<file path="src/bbe_pkg.sv">
// Package for the edge-normalized box blur: sizes, register codes, FSM
// states and the divider request and response types. No dependencies.
`timescale 1ns / 1ps
package bbe_pkg;
  localparam int MAX_WIDTH  = 1024;
  localparam int MAX_HEIGHT = 4096;
  localparam int MAX_RADIUS = 6;
  localparam int LINE_DEPTH = (2 * MAX_RADIUS + 1) * MAX_WIDTH + 2 * MAX_RADIUS + 1;
  localparam int ADDR_W     = $clog2(LINE_DEPTH);
  localparam int SUM_W      = 16;
  localparam int CNT_W      = 8;
  localparam int CFG_IDX_W  = 2;
  localparam int CFG_DAT_W  = 13;

  localparam logic [CFG_IDX_W-1:0] REG_WIDTH  = 2'd0;
  localparam logic [CFG_IDX_W-1:0] REG_HEIGHT = 2'd1;
  localparam logic [CFG_IDX_W-1:0] REG_RADIUS = 2'd2;

  localparam logic OP_PIXEL = 1'b0;
  localparam logic OP_DRAIN = 1'b1;

  typedef enum logic [2:0] {
    ST_IDLE, ST_EVAL, ST_READ, ST_FLUSH, ST_START, ST_DIV, ST_DONE
  } state_t;

  typedef struct packed {
    logic             start;
    logic [SUM_W-1:0] sum_a;
    logic [SUM_W-1:0] sum_r;
    logic [SUM_W-1:0] sum_g;
    logic [SUM_W-1:0] sum_b;
    logic [CNT_W-1:0] cnt;
  } div_req_t;

  typedef struct packed {
    logic       done;
    logic [7:0] q_a;
    logic [7:0] q_r;
    logic [7:0] q_g;
    logic [7:0] q_b;
  } div_resp_t;
endpackage

</file>
<file path="src/bbe_divider.sv">
// Four-lane restoring divider, one quotient bit per cycle, shared count.
// Depends on bbe_pkg for the request and response types.
`timescale 1ns / 1ps
module bbe_divider (
  input  logic               clk,
  input  logic               rst,
  input  bbe_pkg::div_req_t  req,
  output bbe_pkg::div_resp_t resp
);
  localparam int BIT_W = $clog2(bbe_pkg::SUM_W + 1);

  logic [bbe_pkg::SUM_W-1:0] dvd [4];
  logic [bbe_pkg::SUM_W-1:0] quo [4];
  logic [bbe_pkg::CNT_W:0]   rem [4];
  logic [bbe_pkg::CNT_W-1:0] dvs;
  logic [BIT_W-1:0]          bits;
  logic                      busy;
  logic                      done;

  always_ff @(posedge clk) begin
    if (rst) begin
      busy <= 1'b0;
      done <= 1'b0;
      bits <= '0;
    end else begin
      done <= 1'b0;
      if (req.start) begin
        busy <= 1'b1;
        bits <= BIT_W'(bbe_pkg::SUM_W);
      end else if (busy) begin
        bits <= bits - 1'b1;
        if (bits == BIT_W'(1)) begin
          busy <= 1'b0;
          done <= 1'b1;
        end
      end
    end
  end

  always_ff @(posedge clk) begin
    logic [bbe_pkg::CNT_W+1:0] trial;
    if (req.start) begin
      dvd[0] <= req.sum_a;
      dvd[1] <= req.sum_r;
      dvd[2] <= req.sum_g;
      dvd[3] <= req.sum_b;
      dvs    <= req.cnt;
      for (int i = 0; i < 4; i++) begin
        rem[i] <= '0;
        quo[i] <= '0;
      end
    end else if (busy) begin
      for (int i = 0; i < 4; i++) begin
        trial = {rem[i], dvd[i][bbe_pkg::SUM_W-1]};
        dvd[i] <= {dvd[i][bbe_pkg::SUM_W-2:0], 1'b0};
        if (trial >= {2'b00, dvs}) begin
          rem[i] <= (bbe_pkg::CNT_W+1)'(trial - {2'b00, dvs});
          quo[i] <= {quo[i][bbe_pkg::SUM_W-2:0], 1'b1};
        end else begin
          rem[i] <= (bbe_pkg::CNT_W+1)'(trial);
          quo[i] <= {quo[i][bbe_pkg::SUM_W-2:0], 1'b0};
        end
      end
    end
  end

  assign resp.done = done;
  assign resp.q_a  = quo[0][7:0];
  assign resp.q_r  = quo[1][7:0];
  assign resp.q_g  = quo[2][7:0];
  assign resp.q_b  = quo[3][7:0];
endmodule

</file>
<file path="config.mk">
export PLATFORM = sky130hd
export DESIGN_NAME = bbe_divider
export DESIGN_NICKNAME = d
export VERILOG_FILES = /design/src/bbe_pkg.sv /design/src/bbe_divider.sv
export SDC_FILE = /design/constraint.sdc
export NUM_CORES = 1
export LEC_CHECK = 0
export BUFFER_PORTS_ARGS = -buffer_cell sky130_fd_sc_hd__clkbuf_2
export CORE_ASPECT_RATIO = 2
export CORE_MARGIN = 5
export CORE_UTILIZATION = 54
export CTS_BUF_LIST = sky130_fd_sc_hd__clkbuf_8
export DETAILED_ROUTE_END_ITERATION = 12
export GPL_ROUTABILITY_DRIVEN = 0
export PLACE_DENSITY = 0.79
export SLEW_MARGIN = 20
export SYNTH_ARGS = -nofsm -noshare
export SYNTH_HDL_FRONTEND = slang
export SYNTH_SLANG_ARGS = --single-unit
</file>
<file path="constraint.sdc">
create_clock -name clk -period 2.51 [get_ports clk]
set_clock_uncertainty 0.1 [all_clocks]
set_input_delay 0.1255 -clock clk [delete_from_list [all_inputs] [get_ports clk]]
set_output_delay 0.1255 -clock clk [all_outputs]
set_load 0.1 [all_outputs]
</file>
---- Word-level counts from Yosys, hierarchy flattened ----
Memories as Yosys holds them, arrays and structs flattened.
Index checks and enable logic that the tools add are counted.
cells by class
  add/subtract/negate cells ............... 5
  $mul .................................... 0
  divide/modulo/power cells ............... 0
  order comparisons ....................... 4
  equal/unequal tests ..................... 1
  shift operators ......................... 0
  muxes and demuxes ....................... 63
  bitwise operators ....................... 21
  reductions and logical operators ........ 3
operator list
  kind                 count
  $mux 16              12
  $mux 9               8
  $mux 1               41
  $ge 10x8->1          4
  $sub 9x8->9          4
  $or 1x1->1           20
  $mux 5               2
  $eq 5x1->1 const B   1
  $sub 5x1->5 const B  1
  $reduce_or 3->1      1
  $reduce_bool 2->1    1
  $reduce_or 2->1      1
  $not 1->1            1
storage, ports and cells
  bits in registers ....................... 15
  bits in latches ......................... 0
  memory bits (writable) .................. 164
  ROM bits ................................ 0
  bits of input ports ..................... 75
  output and inout port bits .............. 33
  word-level logic and storage cells ...... 105
  memories kept ........................... 3
memories
  name  words  width  read ports  clocked after memory_dff  wr ports  RTL line           text
  dvd   4      16     4           0                         4         bbe_divider.sv:12  logic [bbe_pkg::SUM_W-1:0] dvd [4];
  quo   4      16     4           0                         4         bbe_divider.sv:13  logic [bbe_pkg::SUM_W-1:0] quo [4];
  rem   4      9      4           0                         4         bbe_divider.sv:14  logic [bbe_pkg::CNT_W:0] rem [4];

---- Logic depth before layout (Yosys ltp) ----
Gate-level depths: netlist of the first run.
  depth in word-level cells ............... 7
  gate-level depth with buffers ........... 10
  depth with buffers taken out ............ 9

---- Worst setup path after synthesis of the first run ----
No wires, ideal clock.
  kind .................................... register -> register
  from .................................... register busy
  to ...................................... memory dvd[0][10] in the netlist's numbering (enable)
  setup time .............................. 0.434 ns
  arrival ................................. 2.130 ns
  required time ........................... 1.976 ns
  setup slack ............................. -0.154 ns
  cell stages (with the launch flop) ...... 3
  buffers on the path ..................... 1
  clock period less this slack ............ 2.664 ns
  cell sequence ........................... dfxtp_1 buf_4 or2_2
RTL lines
  element                 RTL line           text
  start, declared         bbe_divider.sv:17  logic busy;
  start signal, assigned  bbe_divider.sv:22  busy <= 1'b0;
  start signal, assigned  bbe_divider.sv:28  busy <= 1'b1;
  start signal, assigned  bbe_divider.sv:33  busy <= 1'b0;
  end, declared           bbe_divider.sv:12

==> results of run 1 <==
sequential cells by signal, summed over array words and instances (netlist names):
| register | count |
|---|---|
| busy | 1 |
| rem | 36 |
| quo | 32 |
| dvd | 64 |
| bits | 5 |
| dvs | 8 |
| done | 1 |
critical path, cell delays in order, from the launching register on:
cell	delay [ns]
edfxtp_1	0.43
buf_4	0.15
ha_4	0.13
fa_2	0.22
nor2b_1	0.06
o31a_1	0.29
o31a_1	0.25
buf_4	0.17
or4_1	0.40
a21oi_1	0.15
Yosys cell counts (9+ instances only):
cell      instances
o21ai_0          25
inv_1            26
nand2_1          77
nand3_1          18
nand2b_1          9
and2_1           29
a22o_1           43
nor2_1           32
nor3_1           15
mux2i_1          11
dfxtp_1          10
ha_1             34
a211oi_1         10
edfxtp_1        137
clkbuf_1         28
a21oi_1          39
metrics by stage:
step | instance area [µm²] | setup TNS (ns)
after global routing | 9990 | -0.249
final | 9990 | 0
after CTS | 9810 | 0
after floorplan | 7750 | 0
after global placement | 8660 | 0
after detailed placement | 8660 | -0.0415
metal layers:
metal  vias up  global-route usage  routed length, µm
li1       2949                   -                  -
met1      2995               0.280               7710
met2       213               0.381               9930
met3        31              0.0418               1040
met4         0              0.0843                369
met5         -                   0                  0
where the power goes:
part | internal, mW | leakage, nW | switching, mW
logic | 0.714 | 2.43 | 1.06
clock network | 0.755 | 0.200 | 1.07
registers | 2.94 | 1.53 | 0.114
total | 4.40 | 4.16 | 2.25
timing repair:
item                       in CTS  in global routing
hold endpoints to repair       79                  0
pin swaps                       2                 10
gates cloned                    0                  0
setup buffers                   1                  8
setup endpoints to repair       7                 33
gates resized for setup         4                 35
hold buffers                   73                  0
cells by family after synthesis:
| group | after synthesis |
|---|---|
| adders and majority gates | 38 |
| AOI/OAI and AO/OA | 170 |
| xor gates and xnor gates | 13 |
| muxes | 12 |
| buffers and inverters | 63 |
| DFF | 147 |
| and+or+nand+nor | 231 |
layout make-up:
class	instances	area (µm²)
Fill cell	947	4210
Timing Repair Buffer	223	1640
Clock inverter	15	159
Inverter	26	97.6
Multi-Input combinational cell	464	3300
Clock buffer	17	234
Antenna cell	1	2.50
Sequential cell	147	4310
Tap cell	192	240
path summary, 6_finish.rpt:
kind	from	end	slack (ns)	cells after the start
hold reg to reg	dvd[1][0]$_SDFFE_PP0P_	dvd[1][0]$_SDFFE_PP0P_	0.39	2
setup / recovery	dvs[0]$_DFFE_PP_	rem[1][8]$_SDFFCE_PN0P_	0.03	9
setup reg to reg	dvs[0]$_DFFE_PP_	rem[1][8]$_SDFFCE_PN0P_	0.03	9
hold / removal	req[72]	dvs[5]$_DFFE_PP_	0.03	1
==> run summary, run 1 <==
Post-synth cell types = 67
Pins Over Slew Limit = 0
# clock sinks = 147
Syn_nets = 787
CTS tree = done
Post-synth EDFFs = 137
Worst rel slew slack = 0.611
Type of the most critical hold path = input pin to flip-flop
Number of synthesized register bits = 147
Min Clock Period, post-route = 2.48 ns
Worst EP required = 2.71 ns
Layout cells sized above 1 = 0.256
Synth Flop Type = edfxtp_1
CTS root buf = clkbuf_8
Num CTS Buffers = 17
Setup CP Type = flip-flop to flip-flop
Critical Path AT = 2.68 ns
PortBufs = 107
Compound-Gate Fraction of Synth Area = 0.159
Startpoint Class = flip-flop
Peak VDD IR = 0.472 mV
First-pass GRT wire length = 29.6 mm
Initial antenna violation count = 0
Mux share of post-synthesis cell area = 0.0157
RSZ-0062 raised after global routing = yes
Pleak = 4.16 nW
Core ar. = 14200 µm²
Vias = 6188
DRC viols = 0
Top-Level Pins = 108
Grt ovf = 0
Commonest non-fill, non-tap cell in the layout = edfxtp_1
Cell taking the most area after synthesis = edfxtp_1
Final Util = 0.704
Post-synthesis cell area = 7750 µm²
Initial Utilization = 0.546
Die Ht = 179 µm
Area grow syn2layout = 28.9%
Crit path max fanout = 9
Sequential-to-total area share from yosys stat = 0.557
CTS H-tree depth = 4
Share of the synthesized area in the top cell type = 0.531
DP HPWL = 11.7 mm
Iter 0 DRT Violations = 480
Post-DRT Antenna Nets = 0
Worst hold slack = 0.0257 ns
Total Nets Final = 992
Slew of the pin with the lowest slew margin = 0.585 ns
XOR/XNOR share of the synthesized area = 0.0147
Final setup vio count = 0
Vias in the first global route = 6146
Average cell area after synthesis = 11.5 µm²
Die area = 17000 µm²
Top cells by area, synth = edfxtp_1, ha_1, a22o_1
Most frequent cells in the layout = edfxtp_1, clkbuf_2, nand2_1
Syn Inst Count = 674
Area share of fa/ha/maj cells after synthesis = 0.0652
DR pass1 iterations = 7
WL final = 19.1 mm
Largest family of logic cells by synthesized area = compound AO/OA/AOI/OAI gates
Final hold vios = 0
Horiz. Die Dim = 94.7 µm
Asr flop ratio synth = 0
Outcome = finished, final reports clean
Worst-path clk slew = 0.09 ns
Dpl ws = -0.0319 ns
Pwr/cell area = 666 nW/µm²
CTS max path bufs = 2
Total GRT Usage = 0.223
Row count = 62
Final period utilization = 0.988
Yosys warns = 0
Placed Cells = 970
Vias per cell = 5.70
Final Power = 6.65 mW
Worst-skew pair later-pin latency = 0.44 ns
Finished Layout Cells = 1085
Pin count of the biggest net entering global routing = 89
Maxcap violations = 0
WL/cell = 17.6 µm
Synth Area in Simple Gates = 0.156
PnR worst setup slack = 0.0313 ns
CP Capture Type = flip-flop
Fmax = 0.403 GHz
No activity file was read; power rests on OpenSTA's default activity.
==> inputs of run 2 (changes only) <==
- RECOVER_POWER: not set -> 50
==> run 2 against run 1 <==
Compared with the run above: core utilization fell by 0.32 points; fmax is 0.25% lower; first-iteration DRC count down 2.7%; critical endpoint unchanged.
==> run summary, run 2 (synthesis results as in run 1) <==
Peak VDD IR = 0.475 mV
Slew of the pin with the lowest slew margin = 1.23 ns
Worst-path cell chain = buf_4, ha_4, fa_2, nor2b_1, o31a_1, o31a_1, buf_4, or4_1, a21oi_1
Post-DRT Antenna Nets = 0
Total Nets Final = 992
WL/cell = 17.6 µm
Row count = 62
Largest register FFs = 64
Pins Over Slew Limit = 0
Grt ovf = 0
Iter 0 DRT Violations = 467
Top Layer Used = met4
Top-Level Pins = 108
M1 WL = 7.82 mm
Finished Layout Cells = 1085
Maxcap violations = 0
Type of the most critical hold path = input pin to flip-flop
Initial Utilization = 0.546
Core ar. = 14200 µm²
PnR worst setup slack = 0.0250 ns
CTS H-tree depth = 4
# clock sinks = 147
Met3 WL = 1.04 mm
CP top delay family = compound AO/OA/AOI/OAI gates
Layout cells sized above 1 = 0.240
Area grow syn2layout = 28.4%
Placed Cells = 970
Pleak = 4.10 nW
Filler Cells Inserted = 959
CTS max path bufs = 2
Fmax = 0.402 GHz
Most frequent cells in the layout = edfxtp_1, clkbuf_2, nand2_1
Critical Path AT = 2.69 ns
RSZ-0062 raised after global routing = yes
Reg with most FFs = dvd
Final hold vios = 0
Die Ht = 179 µm
Worst-path clk slew = 0.09 ns
Final Power = 6.65 mW
Worst hold slack = 0.130 ns
Vias per cell = 5.72
Commonest non-fill, non-tap cell in the layout = edfxtp_1
Pwr/cell area = 668 nW/µm²
Slowest cell delay on critical path = 0.43 ns
Leading registers by flop count = dvd x64, rem x36, quo x32
WL final = 19.1 mm
Vias = 6208
Num CTS Buffers = 17
Final period utilization = 0.990
Slowest-stage cell, CP = edfxtp_1
Crit path max fanout = 9
CTS tree = done
CP Capture Type = flip-flop
Horiz. Die Dim = 94.7 µm
Final setup vio count = 0
Outcome = finished, final reports clean
CTS root buf = clkbuf_8
Dpl ws = -0.0319 ns
Initial antenna violation count = 0
Pin count of the biggest net entering global routing = 89
DRC viols = 0
Total GRT Usage = 0.223
PortBufs = 107
Worst rel slew slack = 0.181
DP HPWL = 11.7 mm
Setup CP Type = flip-flop to flip-flop
Min Clock Period, post-route = 2.48 ns
Worst-skew pair later-pin latency = 0.44 ns
Startpoint Class = flip-flop
Die area = 17000 µm²
Worst EP required = 2.71 ns
DR pass1 iterations = 5
Vias in the first global route = 6146
Met2 wire len = 9.85 mm
WP buf/inv = 2
First-pass GRT wire length = 29.6 mm
-- run 2: worst paths after layout --
check                              start                       to  slack (ns)  cells past startpoint
hold reg to reg   dvd[1][0]$_SDFFE_PP0P_   dvd[1][0]$_SDFFE_PP0P_        0.38                      2
setup / recovery        dvs[0]$_DFFE_PP_  rem[1][8]$_SDFFCE_PN0P_        0.03                      9
setup reg to reg        dvs[0]$_DFFE_PP_  rem[1][8]$_SDFFCE_PN0P_        0.03                      9
hold / removal                   req[72]         dvs[5]$_DFFE_PP_        0.13                      1
-- run 2: repair_timing --
action	4_1_cts	5_1_grt
endpoints found under the hold margin	79	0
hold buffers	73	0
pin swaps	2	10
gates cloned	0	0
resized for setup	4	35
endpoints found under the setup margin	7	33
setup buffers	1	8
-- run 2: area by class of cell --
cell class / instances / area (µm²) / area share
Sequential cell: 147 / 4310 / 0.434
Multi-Input combinational cell: 464 / 3300 / 0.332
Timing Repair Buffer: 223 / 1600 / 0.161
Tap cell: 192 / 240 / 0.0242
Clock buffer: 17 / 234 / 0.0235
Clock inverter: 15 / 159 / 0.0160
Inverter: 26 / 97.6 / 0.00981
Antenna cell: 1 / 2.50 / 0.000252
-- run 2: stage by stage --
stage                     setup TNS [ns]   util  cell area (µm²)
after floorplan                        0      -             7750
after global placement                 0  0.610             8660
after detailed placement         -0.0415  0.610             8660
after CTS                              0  0.691             9810
after global routing              -0.359  0.700             9940
final                                  0  0.701             9940
-- run 2: report_power, final --
group	total, mW	switching (mW)	internal [mW]
clock	1.83	1.08	0.755
combinational	1.77	1.06	0.704
sequential	3.05	0.114	2.94
-- run 2: layer usage --
| layer | vias to the layer above | track usage |
|---|---|---|
| li1 | 2949 | - |
| met1 | 3005 | 0.280 |
| met2 | 214 | 0.381 |
| met3 | 40 | 0.0418 |
| met4 | 0 | 0.0843 |
| met5 | - | 0 |
-- run 2: worst register-to-register path: cells and delay by family, from the launching register on --
family / cells / cell delay, ns
buf+inv: 2 / 0.32
simple gates: 2 / 0.47
compound gates: 3 / 0.69
fa+ha+maj: 2 / 0.35
flops: 1 / 0.43
